$ cat config.mk
export PLATFORM = sky130hd
export DESIGN_NAME = energy_stiffness_degradation_flat
export DESIGN_NICKNAME = d
export VERILOG_FILES = /design/src/hdl/esd_pkg.sv /design/src/hdl/esd_if.sv /design/src/hdl/energy_stiffness_degradation.sv /design/src/flat_wrapper.sv
export SDC_FILE = /design/constraint.sdc
export NUM_CORES = 2
export LEC_CHECK = 0
export BUFFER_PORTS_ARGS = -buffer_cell sky130_fd_sc_hd__buf_4
export CORE_MARGIN = 2
export CORE_UTILIZATION = 60
export DETAILED_ROUTE_END_ITERATION = 16
export PLACE_DENSITY = 0.84
export REMOVE_ABC_BUFFERS = 1
export SYNTH_ARGS = -nofsm -noshare
export SYNTH_HDL_FRONTEND = slang
export SYNTH_SLANG_ARGS = --single-unit
$ cat constraint.sdc
create_clock -name i_clk -period 15.6 [get_ports i_clk]
set_input_delay 0.78 -clock i_clk [delete_from_list [all_inputs] [get_ports i_clk]]
set_output_delay 0.78 -clock i_clk [all_outputs]
set_load 0.05 [all_outputs]
$ cat src/hdl/esd_pkg.sv
// shared types, codes and constants for the energy stiffness degradation block
// no dependencies
package esd_pkg;

    localparam int FRAC_BITS_DEF = 16;
    localparam int ENERGY_W      = 32;
    localparam int EXPO_W        = 16;
    localparam int CFG_IDX_W     = 2;
    localparam logic [31:0] MAX32 = 32'hFFFF_FFFF;

    typedef enum logic [1:0] {
        FUNC_SET_TRIAL = 2'd0,
        FUNC_COMMIT    = 2'd1,
        FUNC_REVERT    = 2'd2,
        FUNC_START     = 2'd3
    } t_func;

    typedef enum logic [CFG_IDX_W-1:0] {
        REG_THRESHOLD = 2'd0,
        REG_EXPONENT  = 2'd1
    } t_reg_idx;

    typedef enum logic [2:0] {
        ST_IDLE,
        ST_NORM,
        ST_LOG,
        ST_MUL_Y,
        ST_EXP,
        ST_MUL_T,
        ST_SHIFT,
        ST_DONE
    } t_state;

    // 2^(2^-k) for k = 1..16 in Q30
    localparam logic [31:0] EXP2_TAB [16] = '{
        32'd1518500250, 32'd1276901417, 32'd1170923762, 32'd1121280436,
        32'd1097253708, 32'd1085434106, 32'd1079572136, 32'd1076653033,
        32'd1075196443, 32'd1074468888, 32'd1074105294, 32'd1073923544,
        32'd1073832680, 32'd1073787251, 32'd1073764537, 32'd1073753181
    };

endpackage

$ cat src/hdl/esd_if.sv
// valid/ready channel interfaces for input items, results and config writes
// depends on esd_pkg
interface esd_in_if;
    logic                           valid;
    logic                           ready;
    logic [1:0]                     func;
    logic [esd_pkg::ENERGY_W-1:0]   energy_value;
    modport source (output valid, func, energy_value, input ready);
    modport sink   (input valid, func, energy_value, output ready);
endinterface

interface esd_out_if;
    logic                           valid;
    logic                           ready;
    logic [esd_pkg::ENERGY_W-1:0]   factor;
    logic                           capacity_reached;
    logic                           saturated;
    modport source (output valid, factor, capacity_reached, saturated, input ready);
    modport sink   (input valid, factor, capacity_reached, saturated, output ready);
endinterface

interface esd_cfg_if;
    logic                           valid;
    logic                           ready;
    logic [esd_pkg::CFG_IDX_W-1:0]  index;
    logic [31:0]                    data;
    modport source (output valid, index, data, input ready);
    modport sink   (input valid, index, data, output ready);
endinterface

$ cat src/hdl/energy_stiffness_degradation.sv
// energy based stiffness degradation factor, trial/commit state
// depends on esd_pkg and esd_if; one shared 32x32 multiplier under a sequencer
// sequencing: commit, revert, restart and the capacity / zero excursion cases go
//   straight to the output step; a full set trial runs two normalize walks,
//   2x16 log squarings, 16 exp steps, 2 more multiplies, a shift and the output step
// throughput: one item at a time, next accepted once the result is registered
// reset: synchronous active low, factors to one, sums and excursion to zero
module energy_stiffness_degradation #(
    parameter int FRAC_BITS = esd_pkg::FRAC_BITS_DEF
) (
    input  logic       i_clk,
    input  logic       i_rst_n,
    esd_in_if.sink     i_in,
    esd_out_if.source  o_out,
    esd_cfg_if.sink    i_cfg
);
    import esd_pkg::*;

    localparam logic [31:0] ONE = 32'(64'd1 << FRAC_BITS);

    t_state       r_state, n_state;
    logic [31:0]  r_thr, n_thr;
    logic [15:0]  r_expo, n_expo;
    logic [31:0]  r_texc, n_texc;
    logic [31:0]  r_tsum, n_tsum;
    logic [31:0]  r_csum, n_csum;
    logic [31:0]  r_tf, n_tf;
    logic [31:0]  r_cf, n_cf;
    logic [31:0]  r_m, n_m;
    logic [4:0]   r_p, n_p;
    logic [3:0]   r_cnt, n_cnt;
    logic [20:0]  r_r, n_r;
    logic [20:0]  r_le, n_le;
    logic         r_second, n_second;
    logic [20:0]  r_diff, n_diff;
    logic         r_neg, n_neg;
    logic [15:0]  r_fp, n_fp;
    logic signed [10:0] r_s, n_s;
    logic [62:0]  r_t, n_t;
    logic         r_sat, n_sat;
    logic [31:0]  r_res, n_res;
    logic         r_ovalid, n_ovalid;
    logic [31:0]  r_ofactor, n_ofactor;
    logic         r_ocap, n_ocap;
    logic         r_osat, n_osat;

    logic [31:0]  mul_a, mul_b;
    logic [63:0]  prod;
    logic         in_xfer;
    logic [32:0]  sum33;
    logic [31:0]  tsum_new;
    logic [32:0]  dbl;
    logic [31:0]  sq;
    logic [20:0]  ld;
    logic [24:0]  ymag;
    logic [15:0]  fpm;
    logic signed [10:0] ip;
    logic [10:0]  shr;
    logic [63:0]  term;
    logic [64:0]  total;
    logic         shl_sat;
    logic [5:0]   shl;

    assign in_xfer     = i_in.valid && i_in.ready;
    assign i_in.ready  = (r_state == ST_IDLE);
    assign i_cfg.ready = 1'b1;
    assign prod        = 64'(mul_a) * 64'(mul_b);

    assign o_out.valid            = r_ovalid;
    assign o_out.factor           = r_ofactor;
    assign o_out.capacity_reached = r_ocap;
    assign o_out.saturated        = r_osat;

    always_comb begin
        unique case (r_state)
            ST_LOG:   begin mul_a = r_m;                mul_b = r_m;              end
            ST_MUL_Y: begin mul_a = {11'd0, r_diff};    mul_b = {16'd0, r_expo};  end
            ST_EXP:   begin mul_a = r_m;                mul_b = EXP2_TAB[r_cnt];  end
            ST_MUL_T: begin mul_a = r_m;                mul_b = r_cf;             end
            default:  begin mul_a = '0;                 mul_b = '0;               end
        endcase
    end

    always_comb begin
        n_state = r_state;  n_thr = r_thr;    n_expo = r_expo;  n_texc = r_texc;
        n_tsum = r_tsum;    n_csum = r_csum;  n_tf = r_tf;      n_cf = r_cf;
        n_m = r_m;          n_p = r_p;        n_cnt = r_cnt;    n_r = r_r;
        n_le = r_le;        n_second = r_second; n_diff = r_diff; n_neg = r_neg;
        n_fp = r_fp;        n_s = r_s;        n_t = r_t;        n_sat = r_sat;
        n_res = r_res;      n_ovalid = r_ovalid; n_ofactor = r_ofactor;
        n_ocap = r_ocap;    n_osat = r_osat;

        sum33    = 33'(r_csum) + 33'(i_in.energy_value);
        tsum_new = sum33[32] ? MAX32 : sum33[31:0];
        dbl      = 33'(r_cf) + 33'(r_cf);
        sq       = prod[61:30];
        ld       = {r_r[20:16], r_r[14:0], sq[31]};
        ymag     = prod[36:12];
        fpm      = ymag[15:0];
        ip       = '0;
        shr      = '0;
        shl      = '0;
        term     = '0;
        total    = '0;
        shl_sat  = 1'b0;

        if (i_cfg.valid && i_cfg.ready) begin
            unique case (i_cfg.index)
                REG_THRESHOLD: n_thr  = i_cfg.data;
                REG_EXPONENT:  n_expo = i_cfg.data[15:0];
                default: ;
            endcase
        end

        if (r_ovalid && o_out.ready) n_ovalid = 1'b0;

        unique case (r_state)
            ST_IDLE: begin
                if (in_xfer) begin
                    n_sat   = 1'b0;
                    n_state = ST_DONE;
                    unique case (t_func'(i_in.func))
                        FUNC_SET_TRIAL: begin
                            n_texc = i_in.energy_value;
                            n_tsum = tsum_new;
                            n_sat  = sum33[32];
                            if (tsum_new >= r_thr) begin
                                n_tf  = r_cf;
                                n_res = r_cf;
                            end else if (i_in.energy_value == '0) begin
                                if (r_expo == '0) begin
                                    n_tf  = dbl[32] ? MAX32 : dbl[31:0];
                                    n_sat = dbl[32];
                                end else begin
                                    n_tf = r_cf;
                                end
                                n_res = n_tf;
                            end else begin
                                n_m      = i_in.energy_value;
                                n_p      = 5'd31;
                                n_second = 1'b0;
                                n_state  = ST_NORM;
                            end
                        end
                        FUNC_COMMIT: begin
                            n_cf   = r_tf;
                            n_csum = r_tsum;
                            n_res  = r_tf;
                        end
                        FUNC_REVERT: begin
                            n_tf   = r_cf;
                            n_tsum = r_csum;
                            n_res  = r_cf;
                        end
                        FUNC_START: begin
                            n_cf   = ONE;
                            n_tf   = ONE;
                            n_csum = '0;
                            n_tsum = '0;
                            n_texc = '0;
                            n_res  = ONE;
                        end
                        default: ;
                    endcase
                end
            end
            ST_NORM: begin
                if (r_m[31]) begin
                    n_m     = {1'b0, r_m[31:1]};
                    n_r     = {r_p, 16'd0};
                    n_cnt   = 4'd15;
                    n_state = ST_LOG;
                end else begin
                    n_m = {r_m[30:0], 1'b0};
                    n_p = r_p - 5'd1;
                end
            end
            ST_LOG: begin
                n_r = ld;
                n_m = sq[31] ? {1'b0, sq[31:1]} : sq;
                n_cnt = r_cnt - 4'd1;
                if (r_cnt == '0) begin
                    if (!r_second) begin
                        n_le     = ld;
                        n_m      = r_thr - r_tsum;
                        n_p      = 5'd31;
                        n_second = 1'b1;
                        n_state  = ST_NORM;
                    end else begin
                        n_neg   = ld > r_le;
                        n_diff  = (ld > r_le) ? (ld - r_le) : (r_le - ld);
                        n_state = ST_MUL_Y;
                    end
                end
            end
            ST_MUL_Y: begin
                if (r_neg) begin
                    ip   = -$signed({2'b00, ymag[24:16]}) - ((fpm != '0) ? 11'sd1 : 11'sd0);
                    n_fp = -fpm;
                end else begin
                    ip   = $signed({2'b00, ymag[24:16]});
                    n_fp = fpm;
                end
                n_s     = ip - 11'sd30;
                n_m     = 32'd1 << 30;
                n_cnt   = '0;
                n_state = ST_EXP;
            end
            ST_EXP: begin
                if (r_fp[4'd15 - r_cnt]) n_m = prod[61:30];
                n_cnt = r_cnt + 4'd1;
                if (r_cnt == 4'd15) n_state = ST_MUL_T;
            end
            ST_MUL_T: begin
                n_t     = prod[62:0];
                n_state = ST_SHIFT;
            end
            ST_SHIFT: begin
                if (r_s < 0) begin
                    shr  = 11'(-r_s);
                    term = (shr >= 11'd64) ? 64'd0 : (64'(r_t) >> shr[5:0]);
                end else if (r_t == '0) begin
                    term = '0;
                end else if (r_s >= 11'sd32) begin
                    shl_sat = 1'b1;
                end else begin
                    shl = 6'(r_s[4:0]);
                    if ((64'(r_t) >> (6'd32 - shl)) != '0) shl_sat = 1'b1;
                    else term = 64'(r_t) << shl;
                end
                total = 65'(r_cf) + 65'(term);
                if (shl_sat || total > 65'(MAX32)) begin
                    n_tf  = MAX32;
                    n_sat = 1'b1;
                end else begin
                    n_tf = total[31:0];
                end
                n_res   = n_tf;
                n_state = ST_DONE;
            end
            ST_DONE: begin
                if (!r_ovalid || o_out.ready) begin
                    n_ovalid  = 1'b1;
                    n_ofactor = r_res;
                    n_ocap    = r_tsum >= r_thr;
                    n_osat    = r_sat;
                    n_state   = ST_IDLE;
                end
            end
            default: n_state = ST_IDLE;
        endcase
    end

    always_ff @(posedge i_clk) begin
        if (!i_rst_n) begin
            r_state  <= ST_IDLE;
            r_ovalid <= 1'b0;
            r_thr    <= '0;
            r_expo   <= 16'd4096;
            r_texc   <= '0;
            r_tsum   <= '0;
            r_csum   <= '0;
            r_tf     <= ONE;
            r_cf     <= ONE;
        end else begin
            r_state  <= n_state;
            r_ovalid <= n_ovalid;
            r_thr    <= n_thr;
            r_expo   <= n_expo;
            r_texc   <= n_texc;
            r_tsum   <= n_tsum;
            r_csum   <= n_csum;
            r_tf     <= n_tf;
            r_cf     <= n_cf;
        end
        r_m       <= n_m;
        r_p       <= n_p;
        r_cnt     <= n_cnt;
        r_r       <= n_r;
        r_le      <= n_le;
        r_second  <= n_second;
        r_diff    <= n_diff;
        r_neg     <= n_neg;
        r_fp      <= n_fp;
        r_s       <= n_s;
        r_t       <= n_t;
        r_sat     <= n_sat;
        r_res     <= n_res;
        r_ofactor <= n_ofactor;
        r_ocap    <= n_ocap;
        r_osat    <= n_osat;
    end

endmodule

$ cat src/flat_wrapper.sv
// flat-port wrapper written by rule: the top's interface ports become plain ports
module energy_stiffness_degradation_flat import esd_pkg::*;
#(
    parameter int FRAC_BITS = esd_pkg::FRAC_BITS_DEF
)
  (i_clk, i_rst_n, i_in_valid, i_in_func, i_in_energy_value, i_in_ready, o_out_valid, o_out_factor, o_out_capacity_reached, o_out_saturated, o_out_ready, i_cfg_valid, i_cfg_index, i_cfg_data, i_cfg_ready);
  esd_in_if i_in_i ();
  esd_out_if o_out_i ();
  esd_cfg_if i_cfg_i ();
  input  logic i_clk;
  input  logic i_rst_n;
  input wire logic [$bits(i_in_i.valid)-1:0] i_in_valid;
  input wire logic [$bits(i_in_i.func)-1:0] i_in_func;
  input wire logic [$bits(i_in_i.energy_value)-1:0] i_in_energy_value;
  output wire logic [$bits(i_in_i.ready)-1:0] i_in_ready;
  output wire logic [$bits(o_out_i.valid)-1:0] o_out_valid;
  output wire logic [$bits(o_out_i.factor)-1:0] o_out_factor;
  output wire logic [$bits(o_out_i.capacity_reached)-1:0] o_out_capacity_reached;
  output wire logic [$bits(o_out_i.saturated)-1:0] o_out_saturated;
  input wire logic [$bits(o_out_i.ready)-1:0] o_out_ready;
  input wire logic [$bits(i_cfg_i.valid)-1:0] i_cfg_valid;
  input wire logic [$bits(i_cfg_i.index)-1:0] i_cfg_index;
  input wire logic [$bits(i_cfg_i.data)-1:0] i_cfg_data;
  output wire logic [$bits(i_cfg_i.ready)-1:0] i_cfg_ready;
  assign i_in_i.valid = i_in_valid;
  assign i_in_i.func = i_in_func;
  assign i_in_i.energy_value = i_in_energy_value;
  assign i_in_ready = i_in_i.ready;
  assign o_out_valid = o_out_i.valid;
  assign o_out_factor = o_out_i.factor;
  assign o_out_capacity_reached = o_out_i.capacity_reached;
  assign o_out_saturated = o_out_i.saturated;
  assign o_out_i.ready = o_out_ready;
  assign i_cfg_i.valid = i_cfg_valid;
  assign i_cfg_i.index = i_cfg_index;
  assign i_cfg_i.data = i_cfg_data;
  assign i_cfg_ready = i_cfg_i.ready;
  energy_stiffness_degradation #(.FRAC_BITS(FRAC_BITS)) u_core (.i_clk(i_clk), .i_rst_n(i_rst_n), .i_in(i_in_i), .o_out(o_out_i), .i_cfg(i_cfg_i));
endmodule
==> results.py <==
metrics = {
    "run_status": {
        "run_status": "completed",
    },
    "sta": {
        "setup_failing_eps_final": 0,
        "timing.max_slew.rel_slack_pct": 7.56,
        "finalWorstPathRequiredPeriod_ns": 15.02,
        "ratio_of_final_minimum_period_to_clock_period_pct": 96.3,
        "timing_hold_violations_final": 0,
        "maxSlewViolCount": 0,
        "clock.fmax_mhz": 66.6,
        "fin_ws_ns": 0.577,
        "fin_worst_hold_slack_ns": 0.377,
        "worst_slew_pin_slew_ns": 1.37,
        "max_clock_skew_ns": 0.0627,
    },
    "logic_synthesis": {
        "synth.ff_latch_count": 442,
        "synth_top_family_by_area": "adder cells",
        "post_synth_num_cell_types": 104,
        "synth_compound_gate_area_share_pct": 15.0,
        "synthDominantCellAreaShare_pct": 25.6,
        "synthArstFlopShare_pct": 0,
        "post_synth_and_or_nand_nor_area_fraction_pct": 16.4,
        "count_of_flip_flops_with_a_built_in_enable_after_synthesis": 262,
        "synth_fa_ha_area_share_pct": 33.6,
        "synth_top_cells_by_area": "fa_1 (26%), edfxtp_1 (11%), ha_1 (8.0%)",
        "post_synth_instance_area_um2": 70500,
        "synthesis.yosys.warnings": 0,
        "synthCells": 8196,
        "most_instantiated_flip_flop_cell_in_the_synthesis_netlist": "edfxtp_1",
        "synth_top_area_cell": "fa_1",
        "ys_top_cells_by_count": "nand2_1 (1170), inv_1 (1113), fa_1 (901)",
        "yosysSeqAreaShare_pct": 16.3,
        "post_synth_mux_area_share_pct": 7.38,
        "xor_and_xnor_area_share_after_synthesis_pct": 2.51,
        "post_synth.cell_area_avg_um2": 8.60,
        "count_leader_synth": "nand2_1",
    },
    "die": {
        "fp.dieArea_um2": 120000,
        "die-width_um": 347,
        "start_util_pct": 60.5,
        "top_level_ports": 110,
        "placeableCoreArea_um2": 116000,
        "dieHeight_um": 347,
        "placementRows": 125,
    },
    "cts": {
        "clock-sinks": 442,
        "path_clk_slew_ns": 0.07,
        "clk_latency_ns": 0.66,
        "ctsRootBufferMaster": "clkbuf_16",
        "clock_tree_from_tritoncts": "built",
        "cts_max_path_buffers": 3,
        "htreeDepth": 2,
        "post_cts_hold_buffer_count": 0,
        "tritoncts.num_buffers": 47,
    },
    "worst_setup_path": {
        "cpLargestDelayFamily": "compound AO/OA/AOI/OAI gates",
        "critPathCaptureType": "register",
        "crit_arrival_ns": 15.40,
        "critPathKind": "reg -> reg",
        "crit_fanout": 70,
        "critical_path.most_common_cell": "inv_1",
        "crit_buf_inv": 11,
        "cpMaxStageDelayCell": "a22o_1",
        "worstPathRequired_ns": 15.98,
        "worst_path_largest_cell_delay_ns": 0.95,
        "worst_setup_path_start_kind": "register",
    },
    "route": {
        "dr_wl_met3_um": 36200,
        "dr_top_layer": "met5",
        "wl_met1_um": 101000,
        "route.detailed.wl_per_inst_um": 28.6,
        "post_drt_via_cell_ratio": 6.76,
        "drt_pass1_iterations": 10,
        "routed-wl-met2_um": 117000,
        "starting_drt_drc_count": 9128,
        "num_vias": 65010,
        "drc_violations": 0,
        "routed_wl_um": 275000,
        "final_antenna_net_count": 0,
    },
    "finish": {
        "layoutNonFillerInstCount": 9613,
        "final_cell_area_um2": 74600,
        "post_route_cells_drive_above_1_share_pct": 8.54,
        "number_of_nets_in_the_layout": 9467,
        "areaGrowthSynthToFinish_pct": 5.84,
    },
    "grt": {
        "grt_antenna_before_repair": 18,
        "first_global_vias": 64307,
        "grtUsageTotal_pct": 45.6,
        "global_route.overflow_total": 0,
        "grt_first_pass_wirelength_um": 410000,
        "largest_net_degree_at_the_start_of_global_routing": 85,
    },
    "placement": {
        "gpl.final_weighted_congestion": 1.05,
        "placedInstanceArea_um2": 72900,
        "placedCellCount": 9515,
        "detailedPlacementHpwl_um": 212000,
        "worst_setup_timing_slack_at_the_placement_stage_ns": 0.752,
        "buffer_ports.inserted": 108,
    },
    "flow_run": {
        "max_cap_viol_count": 0,
    },
    "min_path": {
        "min_path_type": "in -> reg",
    },
}
per-layer routing:
layer | global-route usage, % | vias to the layer above
li1 | - | 27316
met1 | 59.4 | 31889
met2 | 67.1 | 4696
met3 | 13.4 | 1097
met4 | 27.9 | 12
met5 | 0 | -
area by class of cell:
class,instances,area (um^2)
Multi-Input combinational cell,6132,53100
Antenna cell,8,20.0
Clock inverter,26,280
Inverter,1119,4200
Clock buffer,62,1340
Tap cell,1524,1910
Timing Repair Buffer,300,2280
Fill cell,9923,41800
Sequential cell,442,11500
through the flow:
stage / utilization (%) / TNS [ns]
3_3_place_gp: 62.7 / 0
2_1_floorplan: - / -246.12
6_report: 64.1 / 0
3_5_place_dp: 62.7 / 0
4_1_cts: 64.0 / 0
5_1_grt: 64.1 / -0.0359
worst reg2reg max path: cells and delay by family (launching register included):
family	cells	cell delay, ns
flip-flops	1	0.58
AND/OR/NAND/NOR	11	1.92
adder cells (fa/ha/maj)	11	4.23
buffers and inverters	11	1.92
multiplexers	1	0.22
AO/OA/AOI/OAI	23	5.60
XOR/XNOR	2	0.33
repair_timing:
item                                    4_1_cts  5_1_grt
endpoints found under the setup margin        0       17
setup buffers                                 0        2
resized for setup                             0        5
flip-flops by register name (all words and copies together) (netlist names), 3 cells and up:
register,cells
u_core.r_r,20
u_core.r_fp,16
u_core.r_m,32
u_core.r_p,5
u_core.r_t,63
u_core.r_cnt,4
u_core.r_s,11
u_core.r_diff,21
u_core.r_tsum,32
u_core.r_expo,16
u_core.r_tf,32
u_core.r_state,3
u_core.r_res,32
u_core.o_out.factor,32
u_core.r_cf,32
u_core.r_thr,32
u_core.r_csum,32
u_core.r_le,21
cell usage in the layout (no fill, tap or decap), types with 123 or more instances in the layout:
master / count
a21oi_1: 445
mux2i_1: 164
nor2_1: 762
fa_1: 901
a21o_1: 127
dfxtp_1: 178
mux4_2: 130
xnor2_1: 124
a22oi_1: 123
buf_4: 298
edfxtp_1: 262
ha_1: 450
inv_1: 1112
nand2_1: 1169
o21ai_0: 296
kinds of logic (layout without fill, tap and decap cells):
group | count (synthesis) | count (layout)
fa+ha+maj | 1352 | 1352
compound gates | 1604 | 1604
xor+xnor | 200 | 200
simple gates | 2625 | 2625
buf+inv | 1622 | 1507
mux | 350 | 350
other cells | 1 | 9
flops | 442 | 442
final timing paths:
kind                   startpoint  depth (start not counted)                      to  slack, ns
setup / recovery  u_core.r_cnt[0]                         59       u_core.r_diff[20]       0.58
hold / removal     i_cfg_data[30]                          3        u_core.r_thr[30]       0.38
setup reg to reg  u_core.r_cnt[0]                         59       u_core.r_diff[20]       0.58
hold reg to reg   u_core.r_res[8]                          0  u_core.o_out.factor[8]       0.41
Power is not shown: default switching activity piles up to over one toggle a cycle in this logic, so the estimate is an artifact.
